File: config.mk
export PLATFORM = sky130hd
export DESIGN_NAME = teot_ram
export DESIGN_NICKNAME = d
export VERILOG_FILES = /design/src/teot_ram.sv
export SDC_FILE = /design/constraint.sdc
export NUM_CORES = 2
export LEC_CHECK = 0
export BUFFER_PORTS_ARGS = -buffer_cell sky130_fd_sc_hd__buf_2
export CAP_MARGIN = 5
export CORE_ASPECT_RATIO = 2
export CORE_MARGIN = 1
export CORE_UTILIZATION = 25
export DETAILED_ROUTE_END_ITERATION = 10
export MAX_ROUTING_LAYER = met4
export PLACE_DENSITY_LB_ADDON = 0.3
export SYNTH_ARGS = -nofsm -noshare
export SYNTH_HDL_FRONTEND = slang
export SYNTH_SLANG_ARGS = --single-unit
File: constraint.sdc
create_clock -name clk -period 4 [get_ports clk]
set_clock_uncertainty 0.1 [all_clocks]
set_input_delay 0.8 -clock clk [delete_from_list [all_inputs] [get_ports clk]]
set_output_delay 0.8 -clock clk [all_outputs]
set_load 0.05 [all_outputs]
File: src/teot_ram.sv
// generic single write port ram with registered read
`default_nettype none
module teot_ram #(
    parameter int WIDTH = 8,
    parameter int DEPTH = 256
) (
    input  wire logic                     clk,
    input  wire logic                     we,
    input  wire logic [$clog2(DEPTH)-1:0] waddr,
    input  wire logic [WIDTH-1:0]         wdata,
    input  wire logic [$clog2(DEPTH)-1:0] raddr,
    output logic      [WIDTH-1:0]         rdata
);

    logic [WIDTH-1:0] mem [DEPTH];

    always_ff @(posedge clk)
    begin
        if (we)
        begin
            mem[waddr] <= wdata;
        end
        rdata <= mem[raddr];
    end

endmodule
`default_nettype wire

# == Word level (Yosys, flattened, before mapping) ==
# Memory sizes are Yosys's and may differ from the RTL's. A register that Yosys moved wholly into a read port is not among the register bits.
# Cells that the tools add are included.
# totals
reg_bits,0
latch_bits,0
mem_bits_rw,2048
romBits,0
inputBits,26
word_cells,3
n_memories,1
# classes
add_sub_neg,0
n_mul,0
div_mod_pow,0
order_cmp,0
eq_ne,0
shifts,0
muxes,2
n_bitwise,0
reduce_logical,0
# memory_table
memory,depth,word_bits,read_ports,rd_clocked_by_memory_dff,wr,line,source
mem,256,8,1,1,1,15,logic [WIDTH-1:0] mem [DEPTH];
# op_table
op,count
$mux W1,2

# == Longest topological paths before layout ==
# depth
ltp_word,2
mapped_depth,11
depth_no_buf,6

# == Worst setup path before layout ==
# Ideal clock, no wire load.
# synth_path
path_type,input port to flip-flop
start,in raddr[0]
end,"reg rdata[2], read port of mem"
setup_ns,0.131
arrival_ns,2.607
slack_ns,1.162
cell_stages,9
cell_sequence,buf_6 buf_12 buf_8 buf_2 mux4_2 a22oi_1 a21oi_1 nor4_1 nor4_2
# synth_lines
element,line,source
"start, declared",11,"input wire logic [$clog2(DEPTH)-1:0] raddr,"
"end, declared",12,output logic [WIDTH-1:0] rdata

==> summary.md <==
| Metric | Value |
|---|---|
| H-tree Lvls | 4 |
| Multi-input gate area | 16600 µm² |
| Reg2Reg Setup Slack | 1.02 ns |
| Most frequent cells in the layout | 2048 x edfxtp_1, 504 x buf_4, 454 x mux4_2 |
| Layout cells sized above 1 | 30.1% |
| Tmin final | 3.51 ns |
| Seq pwr share | 54.4% |
| Yosys top cell by area | edfxtp_1 |
| Max frequency | 285 MHz |
| Worst Hold Endpoint | mem[57][3]$_DFFE_PP_ |
| DRT iter0 DRCs | 2880 |
| Max-cap violations | 0 |
| Post-synth top area share | 77.3% |
| # DRC | 0 |
| Most common cell after layout, fill and taps aside | edfxtp_1 |
| Vias | 39300 |
| GRT overflow | 0 |
| Critical Path RT | 4.56 ns |
| Pre-CTS setup slack | -0.429 ns |
| Number of gates resized after CTS | 0 |
| Critical R2R Launch | mem[42][5]$_DFFE_PP_ |
| Synth warn | 0 |
| P_sw | 9520 µW |
| Hold crit path type | in -> reg |
| Synth Net Count | 3759 |
| Filler cell count | 30800 |
| CTS Sinks | 2056 |
| WL per Instance | 27.8 µm |
| Synth async-reset ratio | 0% |
| RSZ-0062 raised after global routing | false |
| Fin nets | 4287 |
| First-pass GRT wire length | 331000 µm |
| Die area | 321000 µm² |
| I/O pin count | 34 |
| CTS Buf Count | 170 |
| Initial antenna violation count | 12 |
| Final wirelength | 237000 µm |
| Port Buffer Count | 33 |
| LEAKAGE | 0.0293 µW |
| Slew HR | 11.7% |
| Die X | 401 µm |
| Finished Core Util | 29.7% |
| CP Max Fanout | 21 |
| Final period util | 87.8% |
| Post-Syn Instances | 3733 |
| Hold path depth | 1 |
| Max Slew Vio Count | 0 |
| Worst r2r path cells | 6 |
| Top post-synthesis cells by area | edfxtp_1 77%, mux4_2 13%, mux2i_1 1.7% |
| Post-route ant nets | 0 |
| Crit path capture type | register |
| Number of global-route vias before repair | 42100 |
| Hold_sp | wdata[3] |
| Clock power share | 39.7% |
| Crit-path most repeated cell | buf_12 |
| Worst Tran Pin Value | 1.32 ns |
| Top FF cell, synth | edfxtp_1 |
| PD cells | 464 nW/µm² |
| Int Pwr | 34200 µW |
| Starting density of the core | 25.1% |
| Clock Latency Late Sink | 0.85 ns |
| Combinational group share of total power | 5.9% |
| Syn_area_per_cell | 21.3 µm² |
| Core area | 316000 µm² |
| Mapped Area | 79600 µm² |
| CP Launch Type | primary input |
| Pwr Total | 43700 µW |
| Clock root buffer | clkbuf_16 |
| Max incr delay on CP | 1.04 ns |
| Max VDD drop | 0.383 mV |
| Synth-to-Final Area Change | 18.3% |
| Crit path DAT | 4.08 ns |
| Gr usage total | 15.0% |
| Gpl congestion | 0.857 |
| Sw Ratio | 21.8% |
| Final Worst Setup Slack | 0.488 ns |
| # setup viols final | 0 |
| Hold slack | 0.277 ns |
| # rows | 292 |
| Seq cells post-synth | 2056 |
| Number of synthesized flops with an enable pin | 2048 |
| Worst flop-to-flop path endpoint | rdata[5]$_DFF_P_ |
| Register area share after synthesis | 77.5% |
| Routed vias/inst | 4.61 |
| Setup bufs post-CTS | 0 |
| Status | finished clean |
| Register area | 61700 µm² |
| Initial DRT Pass Iterations | 6 |
| Synth cell types | 55 |
| Cell breakdown of the critical path | buf_8 -> buf_12 -> buf_12 -> buf_4 -> mux4_2 -> a22o_1 -> a221oi_1 -> o221ai_1 -> a211oi_1 -> nor4_1 |
| Crit path kind | in -> reg |
| Largest net degree at the start of global routing | 113 |
| Final Hold Viols | 0 |
| CTS Hold Bufs | 0 |
| Deepest clock path buffer count | 4 |
| Hpwl dp | 164000 µm |
| CTS tree | yes |
| Die height | 800 µm |
| Clock-pin transition on the worst setup and hold timing paths | 0.07 ns |
| Cell at the slowest stage of the critical path | a211oi_1 |
-- power by group through the flow --
stage,clock (µW),combinational (µW),sequential (µW)
2_1_floorplan,0,1150,24300
3_3_place_gp,0,2610,24200
3_5_place_dp,0,2640,24300
4_1_cts,17700,2640,23800
5_1_grt,18300,2690,23800
6_report,17400,2570,23800
-- how the worst max path moves through the flow --
stage | to | from | depth (start not counted) | slack (ns)
4_1_cts | rdata[6]$_DFF_P_ | raddr[0] | 9 | 0.48
6_report | rdata[3]$_DFF_P_ | raddr[0] | 10 | 0.49
2_1_floorplan | rdata[2]$_DFF_P_ | raddr[0] | 9 | 1.16
5_1_grt | rdata[6]$_DFF_P_ | raddr[0] | 9 | 0.48
3_5_place_dp | rdata[6]$_DFF_P_ | raddr[0] | 9 | -0.43
3_3_place_gp | rdata[1]$_DFF_P_ | raddr[0] | 9 | -0.95
-- stage by stage --
stage	cell area (µm²)	TNS, ns	instances
final	94100	0	8513
after detailed placement	88500	-1.51	8205
after global placement	88500	-3.59	8202
after CTS	94100	0	8503
after global routing	94100	0	8510
after floorplan	79600	0	3733
-- layout make-up --
cell class	instances	share of cell area, %
repair buffers	589	5.44
diodes	10	0.0266
flip-flops and latches	2056	65.5
well taps	4116	5.47
clock buffers	196	4.74
clock inverters	102	1.19
multi-input cells	1442	17.6
inverters	2	0.00798
-- routing by layer --
metal	wire length [µm]	share of wire, %	GRT usage, %	vias to the layer above
met5	0	0	-	-
met4	11600	4.9	6.64	0
met3	7090	3.0	1.36	377
met2	140000	59	30.2	894
met1	77600	33	14.0	21300
li1	-	-	-	16700
-- state kept, by name, summed over array words and instances (netlist names) --
name	cells
rdata	8
mem	2048
-- critical path, delay by kind of cell --
kind | cells | cell delay (ns)
buffers and inverters | 4 | 0.93
and+or+nand+nor | 1 | 0.11
muxes | 1 | 0.51
AOI/OAI and AO/OA | 4 | 1.69
-- cells by family after synthesis --
kind of cell / Yosys count / share of synthesized area [%]
AO/OA/AOI/OAI: 385 / 3.42
AND/OR/NAND/NOR: 466 / 2.63
flip-flops: 2056 / 77.5
buffers and inverters: 235 / 1.83
multiplexers: 591 / 14.6
-- synthesized netlist by cell type, drive strengths merged, types with 14 or more instances --
master / number
nor3: 22
nand2: 33
a211oi: 16
nor2b: 31
nor2: 282
o22ai: 28
clkbuf: 111
mux4: 456
buf: 122
nor4: 27
edfxtp: 2048
mux2i: 134
nand3: 34
a21oi: 96
a221oi: 14
o221ai: 47
a22oi: 133
Note: power is estimated with default switching activity, not from simulation.
