**src/teot_pkg.sv**
```systemverilog
// shared codes and stream widths for the text edit transform block
`default_nettype none
package teot_pkg;

    localparam int IN_W  = 120;
    localparam int OUT_W = 112;

    localparam logic [1:0] ACT_OPEN    = 2'd0;
    localparam logic [1:0] ACT_REPLACE = 2'd1;
    localparam logic [1:0] ACT_BEGIN   = 2'd2;
    localparam logic [1:0] ACT_OP      = 2'd3;

    localparam logic [1:0] ST_OK      = 2'd0;
    localparam logic [1:0] ST_RESYNC  = 2'd1;
    localparam logic [1:0] ST_REJECT  = 2'd2;
    localparam logic [1:0] ST_IGNORED = 2'd3;

    localparam logic KIND_INSERT = 1'b0;
    localparam logic KIND_DELETE = 1'b1;

endpackage
`default_nettype wire

```
**src/teot_xform.sv**
```systemverilog
// shifts edit a so that it applies after edit b
`default_nettype none
module teot_xform
    import teot_pkg::*;
#(
    parameter int LB = 24
) (
    input  wire logic          a_kind,
    input  wire logic [LB-1:0] a_pos,
    input  wire logic [LB-1:0] a_len,
    input  wire logic          b_kind,
    input  wire logic [LB-1:0] b_pos,
    input  wire logic [LB-1:0] b_len,
    input  wire logic          b_wins,
    output logic      [LB-1:0] r_pos,
    output logic      [LB-1:0] r_len
);

    logic [LB:0]   pos_raw, len_raw, a_end, b_end, lo, hi, shared;
    logic [LB-1:0] pos_sat, len_sat, lead_cut;
    logic          ins_hit;

    always_comb
    begin
        pos_raw  = {1'b0, a_pos} + {1'b0, b_len};
        len_raw  = {1'b0, a_len} + {1'b0, b_len};
        pos_sat  = pos_raw[LB] ? '1 : pos_raw[LB-1:0];
        len_sat  = len_raw[LB] ? '1 : len_raw[LB-1:0];
        a_end    = {1'b0, a_pos} + {1'b0, a_len};
        b_end    = {1'b0, b_pos} + {1'b0, b_len};
        ins_hit  = b_wins ? (b_pos <= a_pos) : (b_pos < a_pos);
        lead_cut = (b_pos < a_pos) ? a_pos - b_pos : '0;
        lo       = (a_pos > b_pos) ? {1'b0, a_pos} : {1'b0, b_pos};
        hi       = (a_end < b_end) ? a_end : b_end;
        shared   = (hi > lo) ? hi - lo : '0;
        r_pos    = a_pos;
        r_len    = a_len;
        if (b_kind == KIND_INSERT)
        begin
            if (a_kind == KIND_INSERT)
            begin
                if (ins_hit)
                begin
                    r_pos = pos_sat;
                end
            end
            else if (b_pos <= a_pos)
            begin
                r_pos = pos_sat;
            end
            else if ({1'b0, b_pos} < a_end)
            begin
                r_len = len_sat;
            end
        end
        else if (b_end <= {1'b0, a_pos})
        begin
            r_pos = a_pos - b_len;
        end
        else if (a_kind == KIND_INSERT)
        begin
            if (b_pos < a_pos)
            begin
                r_pos = b_pos;
            end
        end
        else if ({1'b0, b_pos} < a_end)
        begin
            // overlapping deletes: drop the shared span
            r_pos = a_pos - lead_cut;
            r_len = (shared > {1'b0, a_len}) ? '0 : a_len - shared[LB-1:0];
        end
    end

endmodule
`default_nettype wire

```
**config.mk**
```make
export PLATFORM = sky130hd
export DESIGN_NAME = teot_xform
export DESIGN_NICKNAME = d
export VERILOG_FILES = /design/src/teot_pkg.sv /design/src/teot_xform.sv
export SDC_FILE = /design/constraint.sdc
export NUM_CORES = 1
export LEC_CHECK = 0
export ABC_AREA = 1
export BUFFER_PORTS_ARGS = -buffer_cell sky130_fd_sc_hd__clkbuf_2
export CORE_AREA = 2 2 198 219
export DETAILED_ROUTE_END_ITERATION = 8
export DIE_AREA = 0 0 200 221
export PLACE_DENSITY_LB_ADDON = 0.15
export REMOVE_ABC_BUFFERS = 1
export SLEW_MARGIN = 15
export SYNTH_ARGS = -nofsm -noshare
export SYNTH_HDL_FRONTEND = slang
export SYNTH_SLANG_ARGS = --single-unit
```
**constraint.sdc**
```tcl
create_clock -name vclk -period 11.8
set_input_delay 2.36 -clock vclk [all_inputs]
set_output_delay 2.36 -clock vclk [all_outputs]
set_load 0.005 [all_outputs]
```
---- Word level (Yosys, flattened, before mapping) ----
Cells that the tools add are included.
word-level totals
  bits in registers ....................... 0
  word-level logic and storage cells ...... 40
cells by class
  $add $sub $neg .......................... 9
  magnitude comparators ................... 8
  muxes and demuxes ....................... 23
operators by type and width
  cell                                       number
  2-to-1 mux 24 bit                          20
  adder 24 x 24 -> 25 bit                    4
  subtractor 24 bit                          4
  greater-than comparator 25 x 24 -> 1 bit   2
  2-to-1 mux 25 bit                          2
  less-or-equal comparator 25 x 24 -> 1 bit  1
  < comparator 24 x 25 -> 1 bit              1
  < comparator 25 bit                        1
  subtractor 25 x 24 -> 25 bit               1
  greater-than comparator 24 bit             1
  less-or-equal comparator 24 bit            1
  < comparator 24 bit                        1
  2-to-1 mux 1 bit                           1

---- Longest topological paths before layout ----
  depth in word-level cells ............... 11
  gate-level depth with buffers ........... 62

---- Worst setup path after synthesis ----
Ideal clock, no wire load.
  kind .................................... input-to-output
  start point ............................. input port a_pos[6]
  end point ............................... output port r_len[20]
  arrival time ............................ 9.140 ns
  required time ........................... 9.440 ns
  path slack .............................. 0.300 ns
  stages .................................. 54
  path through ............................ ha_1 > nand2_1 > nor2_1 > a21oi_1 > o31ai_1 > a31o_2 > xnor2_1 > inv_1 > ha_1 > nand2_1 > inv_1 > nand3_1 > nor3_1 > nand2_1 > nand2_1 > nand4_1 > nor2_1 > nor2_1 > [18 not listed] > ha_1 > inv_1 > fa_1 > a21oi_1 > o211ai_1 > nand2_1 > nand2_1 > nand2_1 > nand2_1 > nand2_1 > nand2_1 > a21oi_1 > o21ai_0 > xor2_1 > nand3_1 > nand2_1 > nand2_1 > nand2_1
on the way
  cells in the longest elaborated chain, start to end .. 11
  elaborated cells between the ends (all ways) .. 21
  those cells by class .................... 3 x add/sub; 7 x order compare; 11 x mux
ends and longest elaborated chain
  element                                                                                          RTL line          source
  start: declaration                                                                               teot_xform.sv:9   input wire logic [LB-1:0] a_pos,
  adder 24 x 24 -> 25 bit                                                                          teot_xform.sv:29  a_end = {1'b0, a_pos} + {1'b0, a_len};
  < comparator 25 bit                                                                              teot_xform.sv:34  hi = (a_end < b_end) ? a_end : b_end;
  2-to-1 mux 25 bit                                                                                teot_xform.sv:34
  subtractor 25 x 24 -> 25 bit / greater-than comparator 25 x 24 -> 1 bit (equally long branches)  teot_xform.sv:35  shared = (hi > lo) ? hi - lo : '0;
  2-to-1 mux 25 bit                                                                                teot_xform.sv:35
  subtractor 24 bit / greater-than comparator 25 x 24 -> 1 bit (equally long branches)             teot_xform.sv:71  r_len = (shared > {1'b0, a_len}) ? '0 : a_len - shared[LB-1:0];
  2-to-1 mux 24 bit                                                                                teot_xform.sv:71
  2-to-1 mux 24 bit                                                                                teot_xform.sv:67  else if ({1'b0, b_pos} < a_end)
  2-to-1 mux 24 bit                                                                                teot_xform.sv:60  else if (a_kind == KIND_INSERT)
  2-to-1 mux 24 bit                                                                                teot_xform.sv:56  else if (b_end <= {1'b0, a_pos})
  2-to-1 mux 24 bit *                                                                              teot_xform.sv:38  if (b_kind == KIND_INSERT)
  end: declaration                                                                                 teot_xform.sv:16  output logic [LB-1:0] r_len
Mark *: on every way between the ends. The rest lies on a longest branch, timed or not.

---- Worst setup path after layout ----
  start point ............................. input port a_len[8]
  end point ............................... output port r_len[7]
on the way
  cells in the longest elaborated chain, start to end .. 11
  elaborated cells between the ends (all ways) .. 19
  those cells by class .................... 4 x add/sub; 4 x order compare; 11 x mux
ends and longest elaborated chain
  element                                                                                          RTL line          source
  start: declaration                                                                               teot_xform.sv:10  input wire logic [LB-1:0] a_len,
  adder 24 x 24 -> 25 bit                                                                          teot_xform.sv:29
  < comparator 25 bit                                                                              teot_xform.sv:34
  2-to-1 mux 25 bit                                                                                teot_xform.sv:34
  subtractor 25 x 24 -> 25 bit / greater-than comparator 25 x 24 -> 1 bit (equally long branches)  teot_xform.sv:35
  2-to-1 mux 25 bit                                                                                teot_xform.sv:35
  subtractor 24 bit / greater-than comparator 25 x 24 -> 1 bit (equally long branches)             teot_xform.sv:71
  2-to-1 mux 24 bit                                                                                teot_xform.sv:71
  2-to-1 mux 24 bit                                                                                teot_xform.sv:67
  2-to-1 mux 24 bit                                                                                teot_xform.sv:60
  2-to-1 mux 24 bit                                                                                teot_xform.sv:56
  2-to-1 mux 24 bit *                                                                              teot_xform.sv:38
Marks and branches as above.

==> summary.md <==
| Metric | Value |
|---|---|
| Die H | `221 microns` |
| Post-Syn Instances | `just under 3k` |
| Critical Path Sink Type | `primary output` |
| Buf/Inv on CP | `16` |
| CP delay by family, top | `compound AO/OA/AOI/OAI gates` |
| Setup TNS | `-10.38 ns` |
| Max Slew Vio Count | `0` |
| Worst Path Required | `9.44 ns` |
| Startpoint Class | `input port` |
| Initial antenna violation count | `0` |
| Net Sw Power | `2.52 mW` |
| Slowest Stage Delay on Critical Path | `~0.33 ns` |
| MaxCap Viol Count | `0` |
| Largest net degree at the start of global routing | `50` |
| Remaining DRCs | `0` |
| Period utilization | `104%` |
| Total Routed Length | `~84 mm` |
| Worst hold path type | `input port to primary output` |
| P&R area growth vs syn | `41.3%` |
| Tot Pwr | `4.78 mW` |
| Vias | `approximately 22k` |
| Pre-antenna DRT Iters | `6` |
| Critical path's slowest cell | `ha_1` |
| Post-DP HPWL | `approximately 70 mm` |
| Die ar. | `44,200 sq um` |
| Placer Congestion | `1.05` |
| Leak pwr | `12.3 nW` |
| Fin util | `55.9%` |
| Inst Count DP | `4,013` |
| Unrepaired setup endpoints after global routing | `yes` |
| Combinational Power Share | `100.0%` |
| Final setup margin | `-0.461 ns` |
| Number of global-route vias before repair | `between 20k and 25k` |
| Setup violators final | `24` |
| Least-Margin Pin Slew | `1.10 ns` |
| Crit path DAT | `9.90 ns` |
| Num sequential | `0` |
| Yosys cell types | `55` |
| Failing checks | `negative setup slack` |
| CP Max Fanout | `8` |
| Vias per cell | `5.49` |
| Layout Nets | `3,922` |
| # diodes | `0` |
| Chip width | `200 microns` |
| Ys Warns | `0` |
| WHS | `5.22 ns` |
| First-pass GRT wire length | `around 120 mm` |
| Most frequent CP cell | `nand2_1` |
| Fin. Hold Viols | `0` |
| Register cell area after layout | `0 sq um` |
| Aggregate global routing overflow | `0` |
| Status | `finished with violations` |
| Clk network pwr share | `0%` |
| Max_slew headroom | `between 20% and 30%` |
| Clock buf count | `0` |
| Max VDD drop | `0.118 mV` |
| Switching share of power | `about 53%` |
| Syn avg cell area | `~5.7 sq um` |
| First-iteration detailed-routing DRC count | `1,718` |
| Mapped Area | `16,600 sq um` |
| Seq pwr share | `0%` |
| GR Util All Layers | `35.7%` |
| Initial Utilization | `39.6%` |
| Site Rows | `79` |
| Post-synthesis sequential area ratio | `0%` |
| DR WL/cell | `~21 microns` |
| Buffers on Ports | `147` |
| Pint | `roughly 2.3 mW` |
| Share of cells above drive strength 1 | `28.1%` |
| PD cells | `204 nW/um^2` |
| Minimum clock period after layout | `12.26 ns` |
| Max Clk Rate | `slightly above 0.08 GHz` |
| Core footprint | `42,000 sq um` |
| Filler cell count | `4,302` |
| # IOs | `147` |
| Final non-filler cell total | `between 4k and 5k` |
| Final ANT Viol Nets | `0` |
| WS Path Type | `input port to primary output` |
==> path summary, 6_finish.rpt <==
kind,startpoint,to,cells after the start
setup / recovery,a_len[8],r_len[7],61
hold / removal,a_len[22],r_len[22],4
==> power by group through the flow <==
stage	Sequential, mW	Combinational, mW	Clock [mW]
2_1_floorplan	0	2.07	0
3_3_place_gp	0	3.94	0
3_5_place_dp	0	3.97	0
4_1_cts	0	4.25	0
5_1_grt	0	5.18	0
6_report	0	4.78	0
==> stage by stage <==
step	instance area (sq um)	setup WS, ns
3_5_place_dp	21300	-1.35
5_1_grt	23500	-0.775
2_1_floorplan	16200	-0.268
3_3_place_gp	21300	-1.26
6_report	23500	-0.461
4_1_cts	22100	-0.509
==> cells in the mapped netlist, drive strengths merged, types with 7 or more instances <==
| cell | number | area [sq um] |
|---|---|---|
| nand2 | 663 | 2500 |
| inv | 429 | 1610 |
| a21oi | 355 | 1820 |
| ha | 310 | 3880 |
| o21ai | 277 | 1390 |
| nor2 | 201 | 777 |
| nand3 | 140 | 736 |
| xor2 | 99 | 867 |
| clkbuf | 53 | 200 |
| xnor2 | 52 | 455 |
| o211ai | 40 | 300 |
| a31oi | 32 | 200 |
| buf | 31 | 174 |
| nand4 | 31 | 194 |
| nor3 | 28 | 150 |
| o21bai | 27 | 203 |
| nor4 | 17 | 113 |
| a21o | 15 | 113 |
| o31ai | 13 | 97.6 |
| or2 | 11 | 68.8 |
| o2111ai | 10 | 87.6 |
| fa | 9 | 180 |
| o221ai | 9 | 78.8 |
| o21a | 8 | 60.1 |
| a31o | 7 | 61.3 |
| o22ai | 7 | 43.8 |
==> timing repair <==
action                                  in CTS  in global routing
cloned                                       1                  5
setup buffers                               30                 20
resized for setup                          108                275
pin swaps                                   35                100
endpoints found under the setup margin      24                 24
hold buffers                                 0                  0
==> cell usage in the layout, fill, tap and decap left out, types with 15 or more instances in the layout <==
cell type and count:
o21bai_1 24, nand4_1 31, o21ai_2 15, o211ai_1 40
a21o_1 15, ha_1 260, xor2_1 93, nor3_1 23
inv_2 23, o21ai_0 245, xnor2_1 46, inv_1 404
nand2_1 596, buf_2 18, a21oi_1 309, ha_4 47
nand2_2 54, clkbuf_2 119, nand3_1 121, a31oi_1 30
buf_4 519, nor2_1 181, a21oi_2 39
==> routing by layer <==
layer	vias to the layer above	share of wire [%]	GRT usage, %
li1	11000	-	-
met1	10400	41	44.1
met2	784	48	62.8
met3	173	5.7	3.44
met4	0	5.4	14.3
met5	-	0	0
==> cells by family after synthesis <==
| group | Yosys count | share of synthesized area [%] |
|---|---|---|
| AO/OA/AOI/OAI | 821 | 27.9 |
| XOR/XNOR | 151 | 7.96 |
| adder cells (fa/ha/maj) | 319 | 24.4 |
| buffers and inverters | 515 | 12.0 |
| AND/OR/NAND/NOR | 1101 | 27.8 |
==> tightest hold or removal path, cell delays in order <==
cell and delay (ns):
clkbuf_2 0.17, o211ai_1 0.14, nand2_1 0.08, buf_2 0.11
==> layout make-up <==
type	instances	area, sq um	share of cell area, %
multi-input cells	2392	16100	68.8
repair buffers	679	4990	21.3
inverters	431	1630	6.92
well taps	567	709	3.02
Note: power is estimated with default switching activity, not from simulation.
